===== config.mk =====
export PLATFORM = sky130hd
export DESIGN_NAME = pls_ctrl
export DESIGN_NICKNAME = d
export VERILOG_FILES = /design/src/pls_pkg.sv /design/src/pls_ctrl.sv
export SDC_FILE = /design/constraint.sdc
export NUM_CORES = 1
export LEC_CHECK = 0
export ABC_AREA = 1
export BUFFER_PORTS_ARGS = -buffer_cell sky130_fd_sc_hd__buf_4
export CORE_AREA = 2 2 39 41
export DETAILED_ROUTE_END_ITERATION = 6
export DIE_AREA = 0 0 41 43
export PLACE_DENSITY = 0.59
export SLEW_MARGIN = 15
export SYNTH_ARGS = -nofsm -noshare
export SYNTH_HDL_FRONTEND = slang
export SYNTH_SLANG_ARGS = --single-unit

===== constraint.sdc =====
create_clock -name clk_i -period 1.2 [get_ports clk_i]
set_input_delay 0.18 -clock clk_i [delete_from_list [all_inputs] [get_ports clk_i]]
set_output_delay 0.18 -clock clk_i [all_outputs]
set_load 0.05 [all_outputs]

===== src/pls_pkg.sv =====
// Shared constants, command codes and controller/datapath interface types.
package pls_pkg;

  localparam int CAPACITY = 64;
  localparam int CMD_W    = 3;
  localparam int POS_W    = 7;
  localparam int VAL_W    = 32;
  localparam int COUNT_W  = 7;
  localparam int CNT_W    = $clog2(CAPACITY + 1);
  localparam int CMP_W    = (POS_W > CNT_W) ? POS_W : CNT_W;
  localparam int GRP      = 8;
  localparam int GRP_W    = $clog2(GRP);
  localparam int NUM_GRP  = (CAPACITY + GRP - 1) / GRP;

  localparam logic [CMD_W-1:0] CMD_INSERT = 3'd0;
  localparam logic [CMD_W-1:0] CMD_REMOVE = 3'd1;
  localparam logic [CMD_W-1:0] CMD_FIND   = 3'd2;
  localparam logic [CMD_W-1:0] CMD_READ   = 3'd3;
  localparam logic [CMD_W-1:0] CMD_CLEAR  = 3'd4;

  typedef struct packed {
    logic load;
    logic do_insert;
    logic do_remove;
    logic do_clear;
    logic capture;
    logic is_read;
  } dp_cmd_t;

  typedef struct packed {
    logic ins_ok;
    logic pos_live;
    logic found;
  } dp_sts_t;

endpackage


===== src/pls_ctrl.sv =====
// Command sequencer of the list store: accept, execute, reduce, respond.
module pls_ctrl (
  input  logic                      clk_i,
  input  logic                      rst_ni,
  input  logic                      start,
  input  logic [pls_pkg::CMD_W-1:0] cmd_i,
  input  pls_pkg::dp_sts_t          dp_sts_i,
  output pls_pkg::dp_cmd_t          dp_cmd_o,
  output logic                      busy,
  output logic                      done_o,
  output logic                      ok_o
);

  localparam logic [1:0] ST_IDLE   = 2'd0;
  localparam logic [1:0] ST_EXEC   = 2'd1;
  localparam logic [1:0] ST_REDUCE = 2'd2;
  localparam logic [1:0] ST_RESP   = 2'd3;

  logic [1:0]                state_q, state_d;
  logic [pls_pkg::CMD_W-1:0] cmd_q;
  logic                      ok_q, ok_d;
  logic                      accept;

  assign accept = start && (state_q == ST_IDLE);

  always_comb begin
    state_d = state_q;
    ok_d    = ok_q;
    dp_cmd_o = '0;
    dp_cmd_o.load = accept;
    unique case (state_q)
      ST_IDLE: begin
        if (accept) begin
          state_d = ST_EXEC;
        end
      end
      ST_EXEC: begin
        state_d = ST_REDUCE;
        unique case (cmd_q)
          pls_pkg::CMD_INSERT: begin
            ok_d = dp_sts_i.ins_ok;
            dp_cmd_o.do_insert = dp_sts_i.ins_ok;
          end
          pls_pkg::CMD_REMOVE: begin
            ok_d = dp_sts_i.pos_live;
            dp_cmd_o.do_remove = dp_sts_i.pos_live;
          end
          pls_pkg::CMD_READ: ok_d = dp_sts_i.pos_live;
          pls_pkg::CMD_CLEAR: begin
            ok_d = 1'b1;
            dp_cmd_o.do_clear = 1'b1;
          end
          default: ok_d = 1'b0;
        endcase
      end
      ST_REDUCE: begin
        state_d = ST_RESP;
        dp_cmd_o.capture = 1'b1;
        dp_cmd_o.is_read = (cmd_q == pls_pkg::CMD_READ);
        if (cmd_q == pls_pkg::CMD_FIND) begin
          ok_d = dp_sts_i.found;
        end
      end
      ST_RESP: state_d = ST_IDLE;
      default: state_d = ST_IDLE;
    endcase
  end

  always_ff @(posedge clk_i or negedge rst_ni) begin
    if (!rst_ni) begin
      state_q <= ST_IDLE;
    end else begin
      state_q <= state_d;
    end
  end

  always_ff @(posedge clk_i) begin
    if (accept) begin
      cmd_q <= cmd_i;
    end
    ok_q <= ok_d;
  end

  assign busy   = (state_q != ST_IDLE);
  assign done_o = (state_q == ST_RESP);
  assign ok_o   = ok_q;

  a_done_busy: assert property (@(posedge clk_i) disable iff (!rst_ni)
    done_o |-> busy)
    else $error("result strobe while idle");

  a_accept_busy: assert property (@(posedge clk_i) disable iff (!rst_ni)
    (start && !busy) |=> busy && !done_o)
    else $error("accepted request did not start execution");

  a_done_single: assert property (@(posedge clk_i) disable iff (!rst_ni)
    done_o |=> !done_o && !busy)
    else $error("result strobe held longer than one cycle");

  a_shift_exclusive: assert property (@(posedge clk_i) disable iff (!rst_ni)
    $onehot0({dp_cmd_o.do_insert, dp_cmd_o.do_remove, dp_cmd_o.do_clear}))
    else $error("conflicting list updates");

endmodule


==> run metrics, run 1 <==
Cell variety after synth=13; core region area=roughly 1400 um2; First DRT Iteration DRCs=3; Nets=90; H-tree depth=1; largest net degree at the start of global routing=5; I/O pin count=18; max cap viols=0; RSZ-0062 raised after global routing=yes; clock power share=9.9%; Wirelength per Cell=10.1 um; RD Place Congestion=0.622; status=complete, but fails checks; Fin Hold WS=0.111 ns; Seq/Total Area, Yosys=45.5%; P&R area growth vs syn=115%; Net Sw Frac=45.3%; total congestion overflow=0; Starting Density=27.0%; root buffer cell=clkbuf_4; Reg-to-Reg End=state_q[0]; Reg power frac=16.5%; CTS tree=built; Max FO, Critical Path=4; Clock Path Buffers=2; final instance area=805 um2; full die area=1760 um2; HP Class=input port to flip-flop; final period utilization=119%; register-to-register setup slack=-0.14 ns; Slew HR=85.2%; DP Area=641 um2; final setup vio count=11; antenna cell count=0; CP Launch Type=flip-flop; Logic pwr share=73.6%; Die Y=approximately 43 um; commonest non-fill, non-tap cell in the layout=buf_4; number of global-route vias before repair=between 300 and 400; via count=402; clock buffer count from CTS=3; Peak VDD IR=1.52 mV; Residual DRC=0; FMAX=699 MHz; final WL=916 um; Max Slew Vio Count=0; Hold Path Sink=cmd_q[2]; Setup crit end kind=primary output; commonest cells after routing, fill and taps aside=buf_4, buf_6, nand2_1, inv_2, edfxtp_1; first-pass GRT wire length=1440 um; min-delay src=cmd_i[2]; Total GRT Usage=12.8%; data required time of the worst path=around 1.0 ns; IO Port Bufs=17; Worst-Skew Late Latency=0.24 ns; YS warnings=0; # rows=14; Setup WS post-layout=-0.231 ns; share of cells above drive strength 1=around three quarters; worst r2r src=state_q[0]; initial antenna violation count=0; r2r worst-path depth=7; worst hold stages=1; Post-Syn Area=approximately 370 um2; violated checks=negative setup slack; Int Pwr=~1100 uW; worst path arrival time=1.25 ns; Leak=0.000370 uW; DIE WIDTH=41 um; crit path kind=flip-flop to primary output; #FFs+latches synth=6; Avg Cell Area, Syn=9.12 um2; hpwl dp=681 um; clock sinks=6; Reg clk slew, reported paths=around 0.050 ns; Pre-antenna DRT Iters=4; Pwr Density=2580 nW/um2; Setup Skew=around 0.0010 ns; dpl ws=-0.121 ns; sw power=942 uW; Antenna Nets Post-Route=0; Final Hold Vio Count=0; Tmin final=1.43 ns; synthesized instance count=41; Vias/cell=4.42; syn nets=55; Worst Tran Pin Value=about 0.22 ns
-- area by class of cell --
type	instances	area, um2
inverters	7	32.5
well taps	16	20.0
multi-input cells	27	268
flip-flops and latches	6	170
repair buffers	31	288
clock buffers	4	26.3
fillers	134	579
-- routing by layer --
metal  share of wire, %  track usage [%]
met5                  0                0
met4                  0             6.00
met3                7.5             4.71
met1                 34             13.9
met2                 58             20.6
-- worst max path at each step --
stage          startpoint           to  slack [ns]  cells past startpoint
6_report       state_q[1]  dp_cmd_o[1]       -0.23                      4
3_5_place_dp   state_q[1]  dp_cmd_o[4]       -0.12                      5
3_3_place_gp   state_q[1]  dp_cmd_o[3]       -0.11                      5
5_1_grt        state_q[1]  dp_cmd_o[4]       -0.28                      5
4_1_cts        state_q[1]  dp_cmd_o[4]       -0.25                      5
2_1_floorplan  state_q[0]   state_q[0]       -0.28                      6
-- stage by stage --
step,setup TNS [ns],total power (uW),std cells,utilization (%)
6_report,-1.86,2080,91,58.1
2_1_floorplan,-1.30,1190,41,-
5_1_grt,-2.62,2230,91,58.1
4_1_cts,-2.02,2050,91,57.1
3_5_place_dp,-0.596,1520,81,46.3
3_3_place_gp,-0.521,1500,81,46.3
-- synth_stat cells --
master    number  area (um2)
nand2_1       10        37.5
ha_1           5        62.6
nand3_1        2        10.0
nor2_1         3        11.3
o21ai_2        2        17.5
inv_1          7        26.3
or2_4          1        8.76
edfxtp_1       4         120
nor3_1         2        10.0
o31ai_1        1        7.51
dfrtp_1        2        50.1
buf_4          1        7.51
o21ai_1        1        5.00
-- power by group through the flow --
stage / registers [uW] / clock network [uW] / logic, uW
2_1_floorplan: 417 / 0 / 769
3_3_place_gp: 357 / 0 / 1140
3_5_place_dp: 357 / 0 / 1160
4_1_cts: 343 / 218 / 1490
5_1_grt: 350 / 231 / 1640
6_report: 344 / 205 / 1530
-- critical path: stages (launching register included) --
cell,delay [ns]
dfrtp_1,0.38
buf_4,0.16
ha_4,0.16
buf_4,0.15
buf_6,0.15
-- what timing repair did --
item	in CTS	in global routing
endpoints found under the hold margin	2	0
buffers inserted	5	0
gates resized for setup	21	5
pin swaps	5	3
setup endpoints to repair	11	15
hold buffers	1	0
-- flip-flops by register name, summed over array words and instances (netlist names) --
signal,flops
cmd_q,3
state_q,2
ok_o,1
-- cell families (layout without fill, tap and decap cells) --
kind of cell	Yosys count	count (layout)	share of synthesized area (%)
buffers and inverters	8	42	9.03
AND/OR/NAND/NOR	18	18	20.7
flip-flops	6	6	45.5
AO/OA/AOI/OAI	4	4	8.03
adder cells (fa/ha/maj)	5	5	16.7
Power figures use the tool's default switching activity.
==> run 2: changes to the inputs <==
--- a/config.mk
+++ b/config.mk
@@ -6,11 +6,12 @@
 export NUM_CORES = 1
 export LEC_CHECK = 0
 export ABC_AREA = 1
-export BUFFER_PORTS_ARGS = -buffer_cell sky130_fd_sc_hd__buf_4
+export BUFFER_PORTS_ARGS = -buffer_cell sky130_fd_sc_hd__buf_2
 export CORE_AREA = 2 2 39 41
 export DETAILED_ROUTE_END_ITERATION = 6
 export DIE_AREA = 0 0 41 43
 export PLACE_DENSITY = 0.59
+export RECOVER_POWER = 25
 export SLEW_MARGIN = 15
 export SYNTH_ARGS = -nofsm -noshare
 export SYNTH_HDL_FRONTEND = slang
==> run metrics, run 2 (synthesis gave the netlist of run 1 again) <==
min-delay src=cmd_i[1]; HP Class=input port to flip-flop; CTS tree=built; crit path buf inv count=1 (-2); final WL=888 um (-3.1%); Wirelength per Cell=9.76 um (-3.1%); root buffer cell=clkbuf_4; violated checks=negative setup slack; Clock Path Buffers=2 (unchanged); initial antenna violation count=0 (unchanged); clock buffer count from CTS=3 (unchanged); max FFs per register=3 (unchanged); RD Place Congestion=0.688 (+11%); final period utilization=118% (-1.5 points); hpwl dp=659 um (-3.1%); r2r worst-path depth=6 (-1); Tmin final=1.41 ns (-0.0184 ns); clock sinks=6 (unchanged); Final Hold Vio Count=0 (unchanged); Reg clk slew, reported paths=0.05 ns (about the same); number of global-route vias before repair=362 (-5.2%); H-tree depth=1 (unchanged); Starting Density=27.0% (unchanged); Top reg by flops=cmd_q; Max Slew Vio Count=0 (unchanged); Setup Skew=0.00237 ns (+0.00135 ns); total congestion overflow=0 (unchanged); Hold Path Sink=cmd_q[1]; Total GRT Usage=12.8% (+0.039 points); commonest cells after routing, fill and taps aside=buf_4, buf_2, buf_6, nand2_1; DIE WIDTH=41 um (unchanged); RSZ-0062 raised after global routing=yes; Fin Hold WS=0.114 ns (+0.00258 ns); data required time of the worst path=1.02 ns (about the same); Pre-antenna DRT Iters=4 (unchanged); First DRT Iteration DRCs=2 (-1); worst path arrival time=1.23 ns (-0.02 ns); worst path cell trace=nor2_2 > nand2_2 > nor3_4 > buf_6; DP Area=591 um2 (-7.8%); share of cells above drive strength 1=74.7% (+1.3 points); Vias/cell=4.24 (-4.0%); register-to-register setup slack=-0.14 ns (about the same); final setup vio count=14 (+3); I/O pin count=18 (unchanged); Leak=0.000363 uW (-1.7%); CP top delay family=simple AND/OR/NAND/NOR gates; Reg-to-Reg End=ok_o; Antenna Nets Post-Route=0 (unchanged); P&R area growth vs syn=113%; status=complete, but fails checks; first-pass GRT wire length=1460 um (+0.90%); Max FO, Critical Path=2 (-2); Die Y=43 um (unchanged); Slew HR=81.5% (-3.7 points); Pwr Density=2630 nW/um2 (+1.7%); crit path kind=flip-flop to primary output; IO Port Bufs=17 (unchanged); CP max stage delay=0.40 ns (+0.02 ns); commonest non-fill, non-tap cell in the layout=buf_4; Worst-Skew Late Latency=0.24 ns (about the same); antenna cell count=0 (unchanged); Residual DRC=0 (unchanged); Nets=90 (unchanged); via count=386 (-4.0%); total power=2090 uW (+0.63%); # fillers=127 (-5.2%); largest net degree at the start of global routing=5 (unchanged); Setup crit end kind=primary output; FMAX=708 MHz (+1.3%); # rows=14 (unchanged); CP startpoint=cmd_q[1]; CP Launch Type=flip-flop; final instance area=796 um2 (-1.1%); Worst Tran Pin Value=0.275 ns (+0.0546 ns); post-layout util=57.5% (-0.63 points); Peak VDD IR=1.54 mV (+1.2%); dpl ws=-0.173 ns (-0.0523 ns); core region area=1380 um2 (unchanged); max cap viols=0 (unchanged); full die area=1760 um2 (unchanged); worst r2r src=state_q[1]; worst hold stages=1 (unchanged); Crit-path slowest cell=edfxtp_1; Setup WS post-layout=-0.213 ns (+0.0184 ns)
-- run 2: layout make-up --
cell class                 instances  area, um2  share of cell area [%]
inverter                           7       35.0                    4.40
tap                               16       20.0                    2.52
multi-input combinational         27        278                    34.9
timing repair buffer              31        265                    33.3
sequential                         6        171                    21.5
clock buffer                       4       26.3                    3.30
-- run 2: timing repair --
action,4_1_cts,5_1_grt
setup endpoints to repair,14,15
hold buffers,1,0
gates resized for setup,33,4
pin swaps,7,2
hold endpoints to repair,2,0
setup buffers,4,2
-- run 2: through the flow --
| step | instances | setup TNS [ns] |
|---|---|---|
| 2_1_floorplan | 41 | -1.30 |
| 3_3_place_gp | 80 | -0.726 |
| 3_5_place_dp | 80 | -0.783 |
| 4_1_cts | 89 | -2.11 |
| 5_1_grt | 91 | -2.57 |
| 6_report | 91 | -1.75 |
-- run 2: where the power goes --
group          internal (uW)  switching [uW]  leakage [uW]
logic                    694             823      0.000288
registers                311            61.4     0.0000599
clock network            126            74.7     0.0000150
total                   1130             959      0.000363
-- run 2: per-layer routing --
| metal | share of wire [%] | GRT usage [%] | wire (um) |
|---|---|---|---|
| met1 | 38 | 14.3 | 337 |
| met5 | 0 | 0 | 0 |
| met2 | 53 | 20.9 | 473 |
| met4 | 0 | 4.00 | 0 |
| met3 | 8.7 | 5.24 | 77 |
-- run 2: worst max path at each step --
stage                        endpoint  slack [ns]  cells past startpoint
after floorplan            state_q[0]       -0.28                      6
after CTS                 dp_cmd_o[1]       -0.24                      4
final                     dp_cmd_o[4]       -0.21                      4
after global routing      dp_cmd_o[4]       -0.28                      4
after detailed placement         ok_o       -0.17                      4
after global placement           ok_o       -0.15                      4
